## config.mk

```make
export PLATFORM = sky130hd
export DESIGN_NAME = single_precision_axpy_unit
export DESIGN_NICKNAME = d
export VERILOG_FILES = /design/src/hdl/saxpy_pkg.sv /design/src/hdl/single_precision_axpy_unit.sv /design/src/hdl/saxpy_add.sv
export SDC_FILE = /design/constraint.sdc
export NUM_CORES = 2
export LEC_CHECK = 0
export BUFFER_PORTS_ARGS = -buffer_cell sky130_fd_sc_hd__buf_2
export CORE_ASPECT_RATIO = 0.75
export CORE_MARGIN = 1
export CORE_UTILIZATION = 40
export DETAILED_ROUTE_END_ITERATION = 7
export RECOVER_POWER = 50
export SKIP_LAST_GASP = 1
export SYNTH_ARGS = -nofsm -noshare
export SYNTH_HDL_FRONTEND = slang
export SYNTH_SLANG_ARGS = --single-unit
```

## constraint.sdc

```tcl
create_clock -name clk -period 28.1 [get_ports clk]
set_clock_uncertainty 0.05 [all_clocks]
set_input_delay 5.62 -clock clk [delete_from_list [all_inputs] [get_ports clk]]
set_output_delay 5.62 -clock clk [all_outputs]
set_load 0.05 [all_outputs]
```

## src/hdl/saxpy_pkg.sv

```systemverilog
`timescale 1ns / 1ps
`default_nettype none
// ----------------------------------------------------------------------------
// saxpy_pkg
// Shared constants and pipeline types for the single precision axpy unit.
// ----------------------------------------------------------------------------
package saxpy_pkg;

    localparam logic [31:0] CANON_NAN = 32'h7FC0_0000;
    localparam logic [7:0]  EXP_MAX = 8'hFF;

    // special-case classification carried down the pipe
    typedef struct packed {
        logic nan;
        logic inf;
        logic sign;
    } spec_t;

endpackage
`default_nettype wire

```

## src/hdl/single_precision_axpy_unit.sv

```systemverilog
`timescale 1ns / 1ps
`default_nettype none
// ----------------------------------------------------------------------------
// single_precision_axpy_unit
// Streaming binary32 y + a*x, product and sum each rounded to nearest even.
// ----------------------------------------------------------------------------
// One element pair is taken per clock unless the pipe is held, and the
// result passes four stages in the multiplier (unpack, 24x24 product,
// normalise, round) and four in the adder (align, add, normalise, round).
// The whole pipe advances together and holds while the result register is
// full and the output side is not ready; NaN results come out as 0x7FC00000.
module single_precision_axpy_unit (
    input  wire         clk,
    input  wire         rst_n,
    input  wire         cfg_we,
    input  wire [31:0]  cfg_wdata,
    input  wire         s_axis_tvalid,
    output logic        s_axis_tready,
    input  wire [63:0]  s_axis_tdata,   // y_value in [63:32], x_value in [31:0]
    input  wire         s_axis_tlast,
    output logic        m_axis_tvalid,
    input  wire         m_axis_tready,
    output logic [31:0] m_axis_tdata,   // new_y
    output logic        m_axis_tlast
);

    logic [31:0] scale_reg;
    logic        en;

    always_ff @(posedge clk or negedge rst_n)
    begin
        if (!rst_n)
        begin
            scale_reg <= 32'd0;
        end
        else if (cfg_we)
        begin
            scale_reg <= cfg_wdata;
        end
    end

    // pipe moves when the output slot is empty or being drained
    assign en            = !m_axis_tvalid || m_axis_tready;
    assign s_axis_tready = en;

    logic        in_fire;
    assign in_fire = s_axis_tvalid && s_axis_tready;

    // ---------------- multiplier stage 1: unpack ----------------
    logic        p1_valid_reg, p1_last_reg;
    logic [31:0] p1_y_reg;
    saxpy_pkg::spec_t p1_spec_reg;
    logic        p1_zero_reg;
    logic [9:0]  p1_exp_reg;   // biased exponent sum, offset by bias
    logic [23:0] p1_ma_reg, p1_mb_reg;

    logic [31:0] xv;
    logic [7:0]  ea, eb;
    logic        a_nan, b_nan, a_inf, b_inf, a_z, b_z;
    saxpy_pkg::spec_t mspec;

    always_comb
    begin
        xv = s_axis_tdata[31:0];
        ea = scale_reg[30:23];
        eb = xv[30:23];
        a_nan = (ea == saxpy_pkg::EXP_MAX) && (scale_reg[22:0] != 23'd0);
        b_nan = (eb == saxpy_pkg::EXP_MAX) && (xv[22:0] != 23'd0);
        a_inf = (ea == saxpy_pkg::EXP_MAX) && (scale_reg[22:0] == 23'd0);
        b_inf = (eb == saxpy_pkg::EXP_MAX) && (xv[22:0] == 23'd0);
        a_z   = scale_reg[30:0] == 31'd0;
        b_z   = xv[30:0] == 31'd0;
        mspec.nan  = a_nan || b_nan || (a_inf && b_z) || (b_inf && a_z);
        mspec.inf  = a_inf || b_inf;
        mspec.sign = scale_reg[31] ^ xv[31];
    end

    always_ff @(posedge clk or negedge rst_n)
    begin
        if (!rst_n)
        begin
            p1_valid_reg <= 1'b0;
        end
        else if (en)
        begin
            p1_valid_reg <= in_fire;
        end
    end

    always_ff @(posedge clk)
    begin
        if (en)
        begin
            p1_last_reg <= s_axis_tlast;
            p1_y_reg    <= s_axis_tdata[63:32];
            p1_spec_reg <= mspec;
            p1_zero_reg <= a_z || b_z;
            p1_exp_reg  <= {2'b00, (ea == 8'd0) ? 8'd1 : ea}
                         + {2'b00, (eb == 8'd0) ? 8'd1 : eb};
            p1_ma_reg   <= {ea != 8'd0, scale_reg[22:0]};
            p1_mb_reg   <= {eb != 8'd0, xv[22:0]};
        end
    end

    // ---------------- multiplier stage 2: product ----------------
    logic        p2_valid_reg, p2_last_reg, p2_zero_reg;
    logic [31:0] p2_y_reg;
    saxpy_pkg::spec_t p2_spec_reg;
    logic [9:0]  p2_exp_reg;
    logic [47:0] p2_prod_reg;

    always_ff @(posedge clk or negedge rst_n)
    begin
        if (!rst_n)
        begin
            p2_valid_reg <= 1'b0;
        end
        else if (en)
        begin
            p2_valid_reg <= p1_valid_reg;
        end
    end

    always_ff @(posedge clk)
    begin
        if (en)
        begin
            p2_last_reg <= p1_last_reg;
            p2_y_reg    <= p1_y_reg;
            p2_spec_reg <= p1_spec_reg;
            p2_zero_reg <= p1_zero_reg;
            p2_exp_reg  <= p1_exp_reg;
            p2_prod_reg <= p1_ma_reg * p1_mb_reg;
        end
    end

    // ---------------- multiplier stage 3: normalise ----------------
    // value = prod * 2^(exp - 127 - 46); target mantissa 24 bits + grs
    logic        p3_valid_reg, p3_last_reg, p3_zero_reg;
    logic [31:0] p3_y_reg;
    saxpy_pkg::spec_t p3_spec_reg;
    logic [10:0] p3_exp_reg;
    logic [26:0] p3_mant_reg;

    logic [5:0]  lz;
    logic [11:0] e_norm;     // signed, exponent when top bit at 47
    logic [47:0] pn;
    logic [5:0]  rsh;
    logic [74:0] wide;
    logic [10:0] e_out;
    logic [26:0] m_out;

    always_comb
    begin
        lz = 6'd48;
        for (int i = 0; i < 48; i++)
        begin
            if (p2_prod_reg[i]) lz = 6'(47 - i);
        end
        pn     = p2_prod_reg << lz;
        // exponent of top bit at position 47: exp - 127 + 1 - lz
        e_norm = 12'({2'b00, p2_exp_reg}) - 12'd126 - 12'({6'd0, lz});
        rsh    = 6'd0;
        e_out  = 11'd0;
        if ($signed(e_norm) >= 12'sd1)
        begin
            e_out = e_norm[10:0];
        end
        else
        begin
            // subnormal: shift right to exponent 1
            rsh   = ($signed(e_norm) < -12'sd30) ? 6'd31 : 6'(12'd1 - e_norm);
            e_out = 11'd0;
        end
        wide  = {pn, 27'd0} >> rsh;
        m_out = {wide[74:49], wide[48:0] != 49'd0};
        if ($signed(e_norm) >= 12'sd1 && $signed(e_norm) > 12'sd300)
            e_out = 11'd300;
    end

    always_ff @(posedge clk or negedge rst_n)
    begin
        if (!rst_n)
        begin
            p3_valid_reg <= 1'b0;
        end
        else if (en)
        begin
            p3_valid_reg <= p2_valid_reg;
        end
    end

    always_ff @(posedge clk)
    begin
        if (en)
        begin
            p3_last_reg <= p2_last_reg;
            p3_y_reg    <= p2_y_reg;
            p3_spec_reg <= p2_spec_reg;
            p3_zero_reg <= p2_zero_reg;
            p3_exp_reg  <= e_out;
            p3_mant_reg <= m_out;
        end
    end

    // ---------------- multiplier stage 4: round and pack ----------------
    logic        p4_valid_reg, p4_last_reg;
    logic [31:0] p4_y_reg, p4_prod_reg;

    logic        rnd_up;
    logic [24:0] mant_r;
    logic [10:0] exp_r;
    logic [31:0] prod_c;

    always_comb
    begin
        rnd_up = p3_mant_reg[2] & (p3_mant_reg[1] | p3_mant_reg[0] | p3_mant_reg[3]);
        mant_r = {1'b0, p3_mant_reg[26:3]} + {24'd0, rnd_up};
        exp_r  = p3_exp_reg;
        if (mant_r[24])
        begin
            mant_r = {1'b0, mant_r[24:1]};
            exp_r  = exp_r + 11'd1;
        end
        else if (exp_r == 11'd0 && mant_r[23])
        begin
            exp_r = 11'd1;
        end
        if (p3_spec_reg.nan)
            prod_c = saxpy_pkg::CANON_NAN;
        else if (p3_spec_reg.inf)
            prod_c = {p3_spec_reg.sign, saxpy_pkg::EXP_MAX, 23'd0};
        else if (p3_zero_reg)
            prod_c = {p3_spec_reg.sign, 31'd0};
        else if (exp_r >= 11'd255)
            prod_c = {p3_spec_reg.sign, saxpy_pkg::EXP_MAX, 23'd0};
        else
            prod_c = {p3_spec_reg.sign, exp_r[7:0], mant_r[22:0]};
    end

    always_ff @(posedge clk or negedge rst_n)
    begin
        if (!rst_n)
        begin
            p4_valid_reg <= 1'b0;
        end
        else if (en)
        begin
            p4_valid_reg <= p3_valid_reg;
        end
    end

    always_ff @(posedge clk)
    begin
        if (en)
        begin
            p4_last_reg <= p3_last_reg;
            p4_y_reg    <= p3_y_reg;
            p4_prod_reg <= prod_c;
        end
    end

    // ---------------- adder ----------------
    saxpy_add u_add (
        .clk       (clk),
        .rst_n     (rst_n),
        .en        (en),
        .in_valid  (p4_valid_reg),
        .in_last   (p4_last_reg),
        .a_in      (p4_y_reg),
        .b_in      (p4_prod_reg),
        .out_valid (m_axis_tvalid),
        .out_last  (m_axis_tlast),
        .sum_out   (m_axis_tdata)
    );

    // ---------------- assertions ----------------
    a_stall_holds_pipe: assert property (@(posedge clk) disable iff (!rst_n)
        !en |=> $stable(p1_valid_reg) && $stable(p4_valid_reg))
        else $error("pipeline advanced during stall");

    a_ready_when_empty: assert property (@(posedge clk) disable iff (!rst_n)
        !m_axis_tvalid |-> s_axis_tready)
        else $error("input not ready with empty output");

    a_nan_canonical: assert property (@(posedge clk) disable iff (!rst_n)
        (m_axis_tvalid && m_axis_tdata[30:23] == saxpy_pkg::EXP_MAX
         && m_axis_tdata[22:0] != 23'd0) |-> m_axis_tdata == saxpy_pkg::CANON_NAN)
        else $error("non canonical nan on output");

endmodule
`default_nettype wire

```

## src/hdl/saxpy_add.sv

```systemverilog
`timescale 1ns / 1ps
`default_nettype none
// ----------------------------------------------------------------------------
// saxpy_add
// Pipelined binary32 adder, round to nearest even, subnormals kept.
// Four register stages with a stall enable; valid and last travel alongside.
// ----------------------------------------------------------------------------
module saxpy_add (
    input  wire         clk,
    input  wire         rst_n,
    input  wire         en,
    input  wire         in_valid,
    input  wire         in_last,
    input  wire [31:0]  a_in,
    input  wire [31:0]  b_in,
    output logic        out_valid,
    output logic        out_last,
    output logic [31:0] sum_out
);

    // ---------------- stage 1: classify, swap, align ----------------
    logic        s1_valid_reg;
    logic        s1_last_reg;
    saxpy_pkg::spec_t s1_spec_reg;
    logic        s1_sign_l_reg;
    logic        s1_sub_reg;
    logic [7:0]  s1_exp_reg;
    logic [26:0] s1_big_reg;
    logic [26:0] s1_small_reg;

    logic [7:0]  ea, eb;
    logic [23:0] ma, mb;
    logic        a_nan, b_nan, a_inf, b_inf;
    logic        a_larger;
    logic [7:0]  e_l, e_s, ediff;
    logic [23:0] m_l, m_s;
    logic [49:0] sh_ext;
    logic [26:0] small_al;
    saxpy_pkg::spec_t spec_c;

    always_comb
    begin
        ea = a_in[30:23];
        eb = b_in[30:23];
        // subnormals use exponent 1 with no hidden bit
        ma = {ea != 8'd0, a_in[22:0]};
        mb = {eb != 8'd0, b_in[22:0]};
        if (ea == 8'd0) ea = 8'd1;
        if (eb == 8'd0) eb = 8'd1;
        a_nan = (a_in[30:23] == saxpy_pkg::EXP_MAX) && (a_in[22:0] != 23'd0);
        b_nan = (b_in[30:23] == saxpy_pkg::EXP_MAX) && (b_in[22:0] != 23'd0);
        a_inf = (a_in[30:23] == saxpy_pkg::EXP_MAX) && (a_in[22:0] == 23'd0);
        b_inf = (b_in[30:23] == saxpy_pkg::EXP_MAX) && (b_in[22:0] == 23'd0);
        a_larger = {ea, ma} >= {eb, mb};
        e_l = a_larger ? ea : eb;
        e_s = a_larger ? eb : ea;
        m_l = a_larger ? ma : mb;
        m_s = a_larger ? mb : ma;
        ediff = e_l - e_s;
        sh_ext = {m_s, 26'd0} >> ((ediff > 8'd26) ? 8'd26 : ediff);
        // guard, round and sticky bit below the mantissa
        small_al = (ediff > 8'd26) ? {26'd0, m_s != 24'd0}
                 : {sh_ext[49:24], sh_ext[23:0] != 24'd0};
        spec_c.nan  = a_nan || b_nan || (a_inf && b_inf && (a_in[31] != b_in[31]));
        spec_c.inf  = a_inf || b_inf;
        spec_c.sign = a_inf ? a_in[31] : b_in[31];
    end

    always_ff @(posedge clk or negedge rst_n)
    begin
        if (!rst_n)
        begin
            s1_valid_reg <= 1'b0;
        end
        else if (en)
        begin
            s1_valid_reg <= in_valid;
        end
    end

    always_ff @(posedge clk)
    begin
        if (en)
        begin
            s1_last_reg   <= in_last;
            s1_spec_reg   <= spec_c;
            s1_sign_l_reg <= a_larger ? a_in[31] : b_in[31];
            s1_sub_reg    <= a_in[31] != b_in[31];
            s1_exp_reg    <= e_l;
            s1_big_reg    <= {m_l, 3'd0};
            s1_small_reg  <= small_al;
        end
    end

    // ---------------- stage 2: add or subtract ----------------
    logic        s2_valid_reg;
    logic        s2_last_reg;
    saxpy_pkg::spec_t s2_spec_reg;
    logic        s2_sign_reg;
    logic        s2_sub_reg;
    logic [7:0]  s2_exp_reg;
    logic [27:0] s2_mag_reg;

    always_ff @(posedge clk or negedge rst_n)
    begin
        if (!rst_n)
        begin
            s2_valid_reg <= 1'b0;
        end
        else if (en)
        begin
            s2_valid_reg <= s1_valid_reg;
        end
    end

    always_ff @(posedge clk)
    begin
        if (en)
        begin
            s2_last_reg <= s1_last_reg;
            s2_spec_reg <= s1_spec_reg;
            s2_sign_reg <= s1_sign_l_reg;
            s2_sub_reg  <= s1_sub_reg;
            s2_exp_reg  <= s1_exp_reg;
            s2_mag_reg  <= s1_sub_reg ? ({1'b0, s1_big_reg} - {1'b0, s1_small_reg})
                                      : ({1'b0, s1_big_reg} + {1'b0, s1_small_reg});
        end
    end

    // ---------------- stage 3: normalise ----------------
    logic        s3_valid_reg;
    logic        s3_last_reg;
    saxpy_pkg::spec_t s3_spec_reg;
    logic        s3_sign_reg;
    logic        s3_zero_reg;
    logic [9:0]  s3_exp_reg;
    logic [26:0] s3_mant_reg;

    logic [4:0]  lz;
    logic [4:0]  shl;
    logic [27:0] norm;
    logic [9:0]  exp_n;
    logic [26:0] mant_n;

    always_comb
    begin
        lz = 5'd28;
        for (int i = 0; i < 28; i++)
        begin
            if (s2_mag_reg[i]) lz = 5'(27 - i);
        end
        mant_n = 27'd0;
        exp_n  = 10'd0;
        shl    = 5'd0;
        norm   = 28'd0;
        if (s2_mag_reg[27])
        begin
            // carry out: shift right one keeping sticky
            mant_n = {s2_mag_reg[27:2], s2_mag_reg[1] | s2_mag_reg[0]};
            exp_n  = {2'b00, s2_exp_reg} + 10'd1;
        end
        else
        begin
            // shift left by lz-1 but not below exponent 1
            shl = (lz == 5'd0) ? 5'd0 : lz - 5'd1;
            if ({5'd0, shl} >= {2'b00, s2_exp_reg})
                shl = 5'(s2_exp_reg - 8'd1);
            norm   = s2_mag_reg << shl;
            mant_n = norm[26:0];
            exp_n  = {2'b00, s2_exp_reg} - {5'd0, shl};
            if (!norm[26]) exp_n = 10'd0;
        end
    end

    always_ff @(posedge clk or negedge rst_n)
    begin
        if (!rst_n)
        begin
            s3_valid_reg <= 1'b0;
        end
        else if (en)
        begin
            s3_valid_reg <= s2_valid_reg;
        end
    end

    always_ff @(posedge clk)
    begin
        if (en)
        begin
            s3_last_reg <= s2_last_reg;
            s3_spec_reg <= s2_spec_reg;
            // exact cancellation gives +0 unless both operands were negative
            s3_zero_reg <= s2_mag_reg == 28'd0;
            s3_sign_reg <= (s2_mag_reg == 28'd0) ? (s2_sign_reg & ~s2_sub_reg)
                                                 : s2_sign_reg;
            s3_exp_reg  <= exp_n;
            s3_mant_reg <= mant_n;
        end
    end

    // ---------------- stage 4: round and pack ----------------
    logic        s4_valid_reg;
    logic        s4_last_reg;
    logic [31:0] s4_res_reg;

    logic        rnd_up;
    logic [24:0] mant_r;
    logic [9:0]  exp_r;
    logic [31:0] res_c;

    always_comb
    begin
        rnd_up = s3_mant_reg[2] & (s3_mant_reg[1] | s3_mant_reg[0] | s3_mant_reg[3]);
        mant_r = {1'b0, s3_mant_reg[26:3]} + {24'd0, rnd_up};
        exp_r  = s3_exp_reg;
        if (mant_r[24])
        begin
            mant_r = {1'b0, mant_r[24:1]};
            exp_r  = exp_r + 10'd1;
        end
        else if (exp_r == 10'd0 && mant_r[23])
        begin
            exp_r = 10'd1;
        end
        if (s3_spec_reg.nan)
            res_c = saxpy_pkg::CANON_NAN;
        else if (s3_spec_reg.inf)
            res_c = {s3_spec_reg.sign, saxpy_pkg::EXP_MAX, 23'd0};
        else if (s3_zero_reg)
            res_c = {s3_sign_reg, 31'd0};
        else if (exp_r >= 10'd255)
            res_c = {s3_sign_reg, saxpy_pkg::EXP_MAX, 23'd0};
        else
            res_c = {s3_sign_reg, exp_r[7:0], mant_r[22:0]};
    end

    always_ff @(posedge clk or negedge rst_n)
    begin
        if (!rst_n)
        begin
            s4_valid_reg <= 1'b0;
        end
        else if (en)
        begin
            s4_valid_reg <= s3_valid_reg;
        end
    end

    always_ff @(posedge clk)
    begin
        if (en)
        begin
            s4_last_reg <= s3_last_reg;
            s4_res_reg  <= res_c;
        end
    end

    assign out_valid = s4_valid_reg;
    assign out_last  = s4_last_reg;
    assign sum_out   = s4_res_reg;

endmodule
`default_nettype wire
```

---- Yosys cells after proc, flatten, opt, wreduce, memory -nomap -nowiden ----
Cells that the tools add are included.
operators by class
  reduce and logical (&&, ||, !) cells .... 56
  bitwise gates (word level) .............. 11
  muxes and demuxes ....................... 111
  multipliers ............................. 1
  equal/unequal tests ..................... 5
  shift operators ......................... 4
  add/subtract/negate cells ............... 15
  $lt $le $gt $ge ......................... 8
operators with widths
  cell                  number
  $mux W6               49
  $mux W31              4
  $mux W5               20
  $logic_not A23 Y1     4
  $reduce_bool A23 Y1   4
  $shr A75 B6 Y75       1
  $mux W23              3
  $logic_not A31 Y1     2
  $mux W8               7
  $add A24 B1 Y25       2
  $shr A50 B8 Y50       1
  $reduce_bool A49 Y1   1
  $mul A24 B24 Y48      1
  $mux W24              2
  $reduce_bool A24 Y1   2
  $shl A48 B6 Y48       1
  $mux W10              4
  $eq A8 B8 Y1 const B  4
  $ge A32 B32 Y1        1
  $logic_not A8 Y1      4
  $mux W32              1
  $mux W4               8
  $reduce_bool A8 Y1    4
  $add A27 B27 Y28      1
  other kinds (39)      80
word-level totals
  logic and storage cells ................. 282
  flip-flop bits (word level) ............. 553

---- Depth between registers and ports, before layout ----
  word-level depth ........................ 54
  mapped depth ............................ 37
  depth with buffers taken out ............ 34

---- Cells and area by module ----
Synthesis repeated with hierarchy kept, for this count alone.
unflattened totals
  cells, all modules ...................... 5508
  area, all modules ....................... 53144.7 µm²
modules (own cells, without submodules)
  module                      cells an instance  area an instance (µm²)  times used  seq. area each (µm²)
  single_precision_axpy_unit  3815               38099.0                 1           10750.3
  saxpy_add                   1693               15045.7                 1           5595.4

---- Worst setup path before layout ----
Ideal clock, no wire load.
  path type ............................... input port to output port
  start point ............................. input port m_axis_tready
  end point ............................... output port s_axis_tready
  arrival ................................. 15950 ps
  stages on the path ...................... 3
  path buffers ............................ 1
  slack ................................... 6480 ps
  data required time ...................... 22430 ps
  cell sequence ........................... nor2b_1 clkbuf_1 inv_1
on the way
  word-level cells in the longest chain between the ends .. 1
ends and longest elaborated chain
  element             RTL line                          RTL
  start, declared     single_precision_axpy_unit.sv:22  input wire m_axis_tready,
  $logic_or A1 B1 Y1  single_precision_axpy_unit.sv:43  assign en = !m_axis_tvalid || m_axis_tready;
  end, declared       single_precision_axpy_unit.sv:18  output logic s_axis_tready,
Every way passes these cells.

---- Final worst setup path ----
Same ends and word-level chain as after synthesis.

==> summary.md <==
## GRT
• **total track usage** 0.2306
• **total overflow reported by the global router** 0
• **pin count of the biggest net entering global routing** 86
• **antenna violations before repair** 9
• **via count of the first global-routing pass** 40898
• **wire length of the first global-routing pass** 242000 µm

## Clocking
• **post-CTS clock slew at the launch and capture registers of the worst setup and hold paths** 0.06 ns
• **cts-stage hold buffer count** 0
• **Num CTS Buffers** 59
• **post-cts resize count** 0
• **H-tree levels** 2
• **CTS max path bufs** 3
• **root buffer cell** sky130_fd_sc_hd__clkbuf_16
• **setup repair bufs after CTS** 0
• **insertion delay to the later sink of the worst-skew pair** 0.71 ns
• **sink count of the clock tree** 551
• **clock tree from TritonCTS** yes

## Die
• **y dimension of the die** 317.3 µm
• **Initial Utilization** 0.4037
• **Top-Level Pins** 137
• **Placeable Area** 131400 µm²
• **die outline area** 134000 µm²
• **die width** 422.4 µm
• **standard-cell row count** 115

## Critical path
• **Data required, critical path** 22.43 ns
• **kind of start point of the critical path** input pin
• **Crit path arrival time** 9.65 ns
• **most frequent cell on the critical path** sky130_fd_sc_hd__buf_2
• **delay of the slowest cell on the worst path** 2.35 ns
• **cell chain of the critical path** buf_2 -> nor2b_1 -> clkinvlp_2 -> buf_2
• **setup slack, reg-to-reg** 17.40 ns
• **CP endpoint kind** output port
• **Worst Path Buf+Inv** 3
• **library cell contributing the largest single delay on the critical path** sky130_fd_sc_hd__clkinvlp_2
• **critical setup path kind** in2out
• **Worst Path Max Fanout** 51
• **critical path's top delay family** buffers and inverters

## Yosys
• **synthesized area divided by synthesized cell count** 9.558 µm²
• **synthesized flop and latch total** 551
• **total of warnings raised by yosys** 0
• **gate count after technology mapping** 5548
• **top_reg_cell synth** sky130_fd_sc_hd__edfxtp_1
• **post-synthesis sequential area ratio** 0.3082
• **FFs w/ async S/R, synth** 0.07260
• **number of enable flip-flop cells after synthesis** 511
• **number of unique standard cell types used by synthesis** 114
• **cell area after synthesis** 53030 µm²

## Routing
• **initial DRC count** 4486
• **per-cell via count in the routed design** 5.689
• **top layer in use** met4
• **metal3 WL** 15150 µm
• **wl on met1** 77350 µm
• **vias** 41837
• **antenna-violating nets left** 0
• **sum of met2 wire segment lengths after detailed routing** 60190 µm
• **routed wire length** 155200 µm
• **number of iterations in the first detailed-routing pass** 6
• **count of unresolved DRC violations after routing** 0
• **WL/cell** 21.10 µm

## Timing
• **hold violation count in the final report** 0
• **shortest clock period the worst path allows after layout** 15.32 ns
• **highest clock frequency the design can meet** 0.06529 GHz
• **slew at the pin with the worst max-slew slack** 2.804 ns
• **worst-case headroom to the max-slew limit** -0.8797
• **fraction of the cycle the final worst path needs** 0.5451
• **unrepaired setup endpoints after global routing** no
• **final setup fails** 0
• **Final Max Tran Viols** 446
• **setup tns final** 0 ns

## Layout
• **fill cell count** 12659
• **final cell count without fillers** 7354
• **number of flip-flops in the largest register** 48
• **layout cells sized above 1** 0.07043
• **final layout net count** 6423
• **leading cell type in the layout, fill and taps excluded** sky130_fd_sc_hd__nand2_1
• **area delta synth->final** 8.067%
• **commonest non-fill, non-tap cells in the layout** 655 x sky130_fd_sc_hd__nand2_1, 650 x sky130_fd_sc_hd__inv_1, 511 x sky130_fd_sc_hd__edfxtp_1

## Outcome
• **violations in the final reports** capacitance limit, slew limit
• **result of the run** complete, but fails checks

## Placed design
• **Inst Count DP** 7237
• **Final GP Congestion** 0.9583
• **quantity of I/O buffers inserted on ports** 136
• **detailed placer's ending HPWL** 120300 µm

## Hold path
• **HP Class** reg2reg

## Run
• **number of violations of the max-capacitance limit** 11

cell type report:
type	instances	area (µm²)	area share
repair buffers	218	1204	0.02100
clock buffers	73	1529	0.02668
clock inverters	39	520.5	0.009083
multi-input cells	4057	33040	0.5765
well taps	1755	2196	0.03832
diodes	5	12.51	0.0002183
inverters	656	2464	0.04299
flip-flops and latches	551	16350	0.2852
kinds of logic (layout without fill, tap and decap cells):
logic type / count (synthesis) / in the layout / synth area share
and+or+nand+nor: 1785 / 1785 / 0.1610
muxes: 204 / 204 / 0.04157
other: 1 / 7 / 0.00007072
AOI/OAI and AO/OA: 1140 / 1140 / 0.1434
buffers and inverters: 941 / 986 / 0.06883
DFF: 551 / 551 / 0.3082
xor gates and xnor gates: 148 / 148 / 0.02444
adders and majority gates: 778 / 778 / 0.2524
path summary, 6_finish.rpt:
| kind | from | end | depth (start not counted) |
|---|---|---|---|
| max in group asynchronous | rst_n | scale_reg[6] | 1 |
| min reg2reg | u_add.s1_exp_reg[4] | u_add.s2_exp_reg[4] | 0 |
| min in group asynchronous | rst_n | p3_valid_reg | 1 |
| min | u_add.s1_exp_reg[4] | u_add.s2_exp_reg[4] | 0 |
| max reg2reg | p4_prod_reg[23] | u_add.s1_small_reg[2] | 21 |
| max | m_axis_tready | s_axis_tready | 4 |
cells in the mapped netlist (15+ instances only):
| cell type | n | area, µm² |
|---|---|---|
| sky130_fd_sc_hd__a211oi_1 | 98 | 735.7 |
| sky130_fd_sc_hd__a21o_1 | 53 | 397.9 |
| sky130_fd_sc_hd__a21oi_1 | 276 | 1381 |
| sky130_fd_sc_hd__a221oi_1 | 21 | 183.9 |
| sky130_fd_sc_hd__a22o_1 | 15 | 131.4 |
| sky130_fd_sc_hd__a22oi_1 | 22 | 165.2 |
| sky130_fd_sc_hd__a31oi_1 | 58 | 362.9 |
| sky130_fd_sc_hd__and2_1 | 222 | 1389 |
| sky130_fd_sc_hd__and3_1 | 50 | 312.8 |
| sky130_fd_sc_hd__buf_2 | 37 | 185.2 |
| sky130_fd_sc_hd__clkbuf_1 | 221 | 829.6 |
| sky130_fd_sc_hd__dfrtp_1 | 40 | 1001 |
| sky130_fd_sc_hd__edfxtp_1 | 511 | 15340 |
| sky130_fd_sc_hd__fa_1 | 486 | 9729 |
| sky130_fd_sc_hd__ha_1 | 292 | 3654 |
| sky130_fd_sc_hd__inv_1 | 649 | 2436 |
| sky130_fd_sc_hd__mux2_2 | 72 | 810.8 |
| sky130_fd_sc_hd__mux2i_1 | 123 | 1231 |
| sky130_fd_sc_hd__nand2_1 | 655 | 2459 |
| sky130_fd_sc_hd__nand2b_1 | 42 | 262.8 |
| sky130_fd_sc_hd__nand3_1 | 100 | 500.5 |
| sky130_fd_sc_hd__nand4_1 | 50 | 312.8 |
| sky130_fd_sc_hd__nor2_1 | 354 | 1329 |
| sky130_fd_sc_hd__nor2b_1 | 21 | 131.4 |
| sky130_fd_sc_hd__nor3_1 | 132 | 660.6 |
| sky130_fd_sc_hd__nor4_1 | 63 | 394.1 |
| sky130_fd_sc_hd__o211a_1 | 17 | 170.2 |
| sky130_fd_sc_hd__o211ai_1 | 42 | 315.3 |
| sky130_fd_sc_hd__o21a_1 | 28 | 210.2 |
| sky130_fd_sc_hd__o21ai_0 | 217 | 1086 |
| sky130_fd_sc_hd__o21bai_1 | 30 | 225.2 |
| sky130_fd_sc_hd__o22ai_1 | 55 | 344.1 |
| sky130_fd_sc_hd__o31ai_1 | 29 | 217.7 |
| sky130_fd_sc_hd__or3_1 | 19 | 118.9 |
| sky130_fd_sc_hd__xnor2_1 | 96 | 840.8 |
| sky130_fd_sc_hd__xor2_1 | 52 | 455.4 |
per-stage QoR:
step                      hold slack, ns  setup slack, ns  utilization  instance area (µm²)
after floorplan                   0.3503            6.480            -                53030
after global placement            0.3514            15.26       0.4216                55380
after detailed placement          0.3545            15.21       0.4216                55380
after CTS                         0.3237            15.21       0.4372                57430
after global routing              0.3293            12.49       0.4361                57290
final                             0.3326            12.78       0.4362                57310
layer usage:
layer	global-route usage	vias up
met1	0.3695	20641
met4	0.04249	0
met2	0.3135	1762
li1	-	19274
met5	0	-
met3	0.05045	160
Power is left out: the tool's default activity adds up to more than one toggle a clock period on the data nets, which glitch-free logic cannot reach.
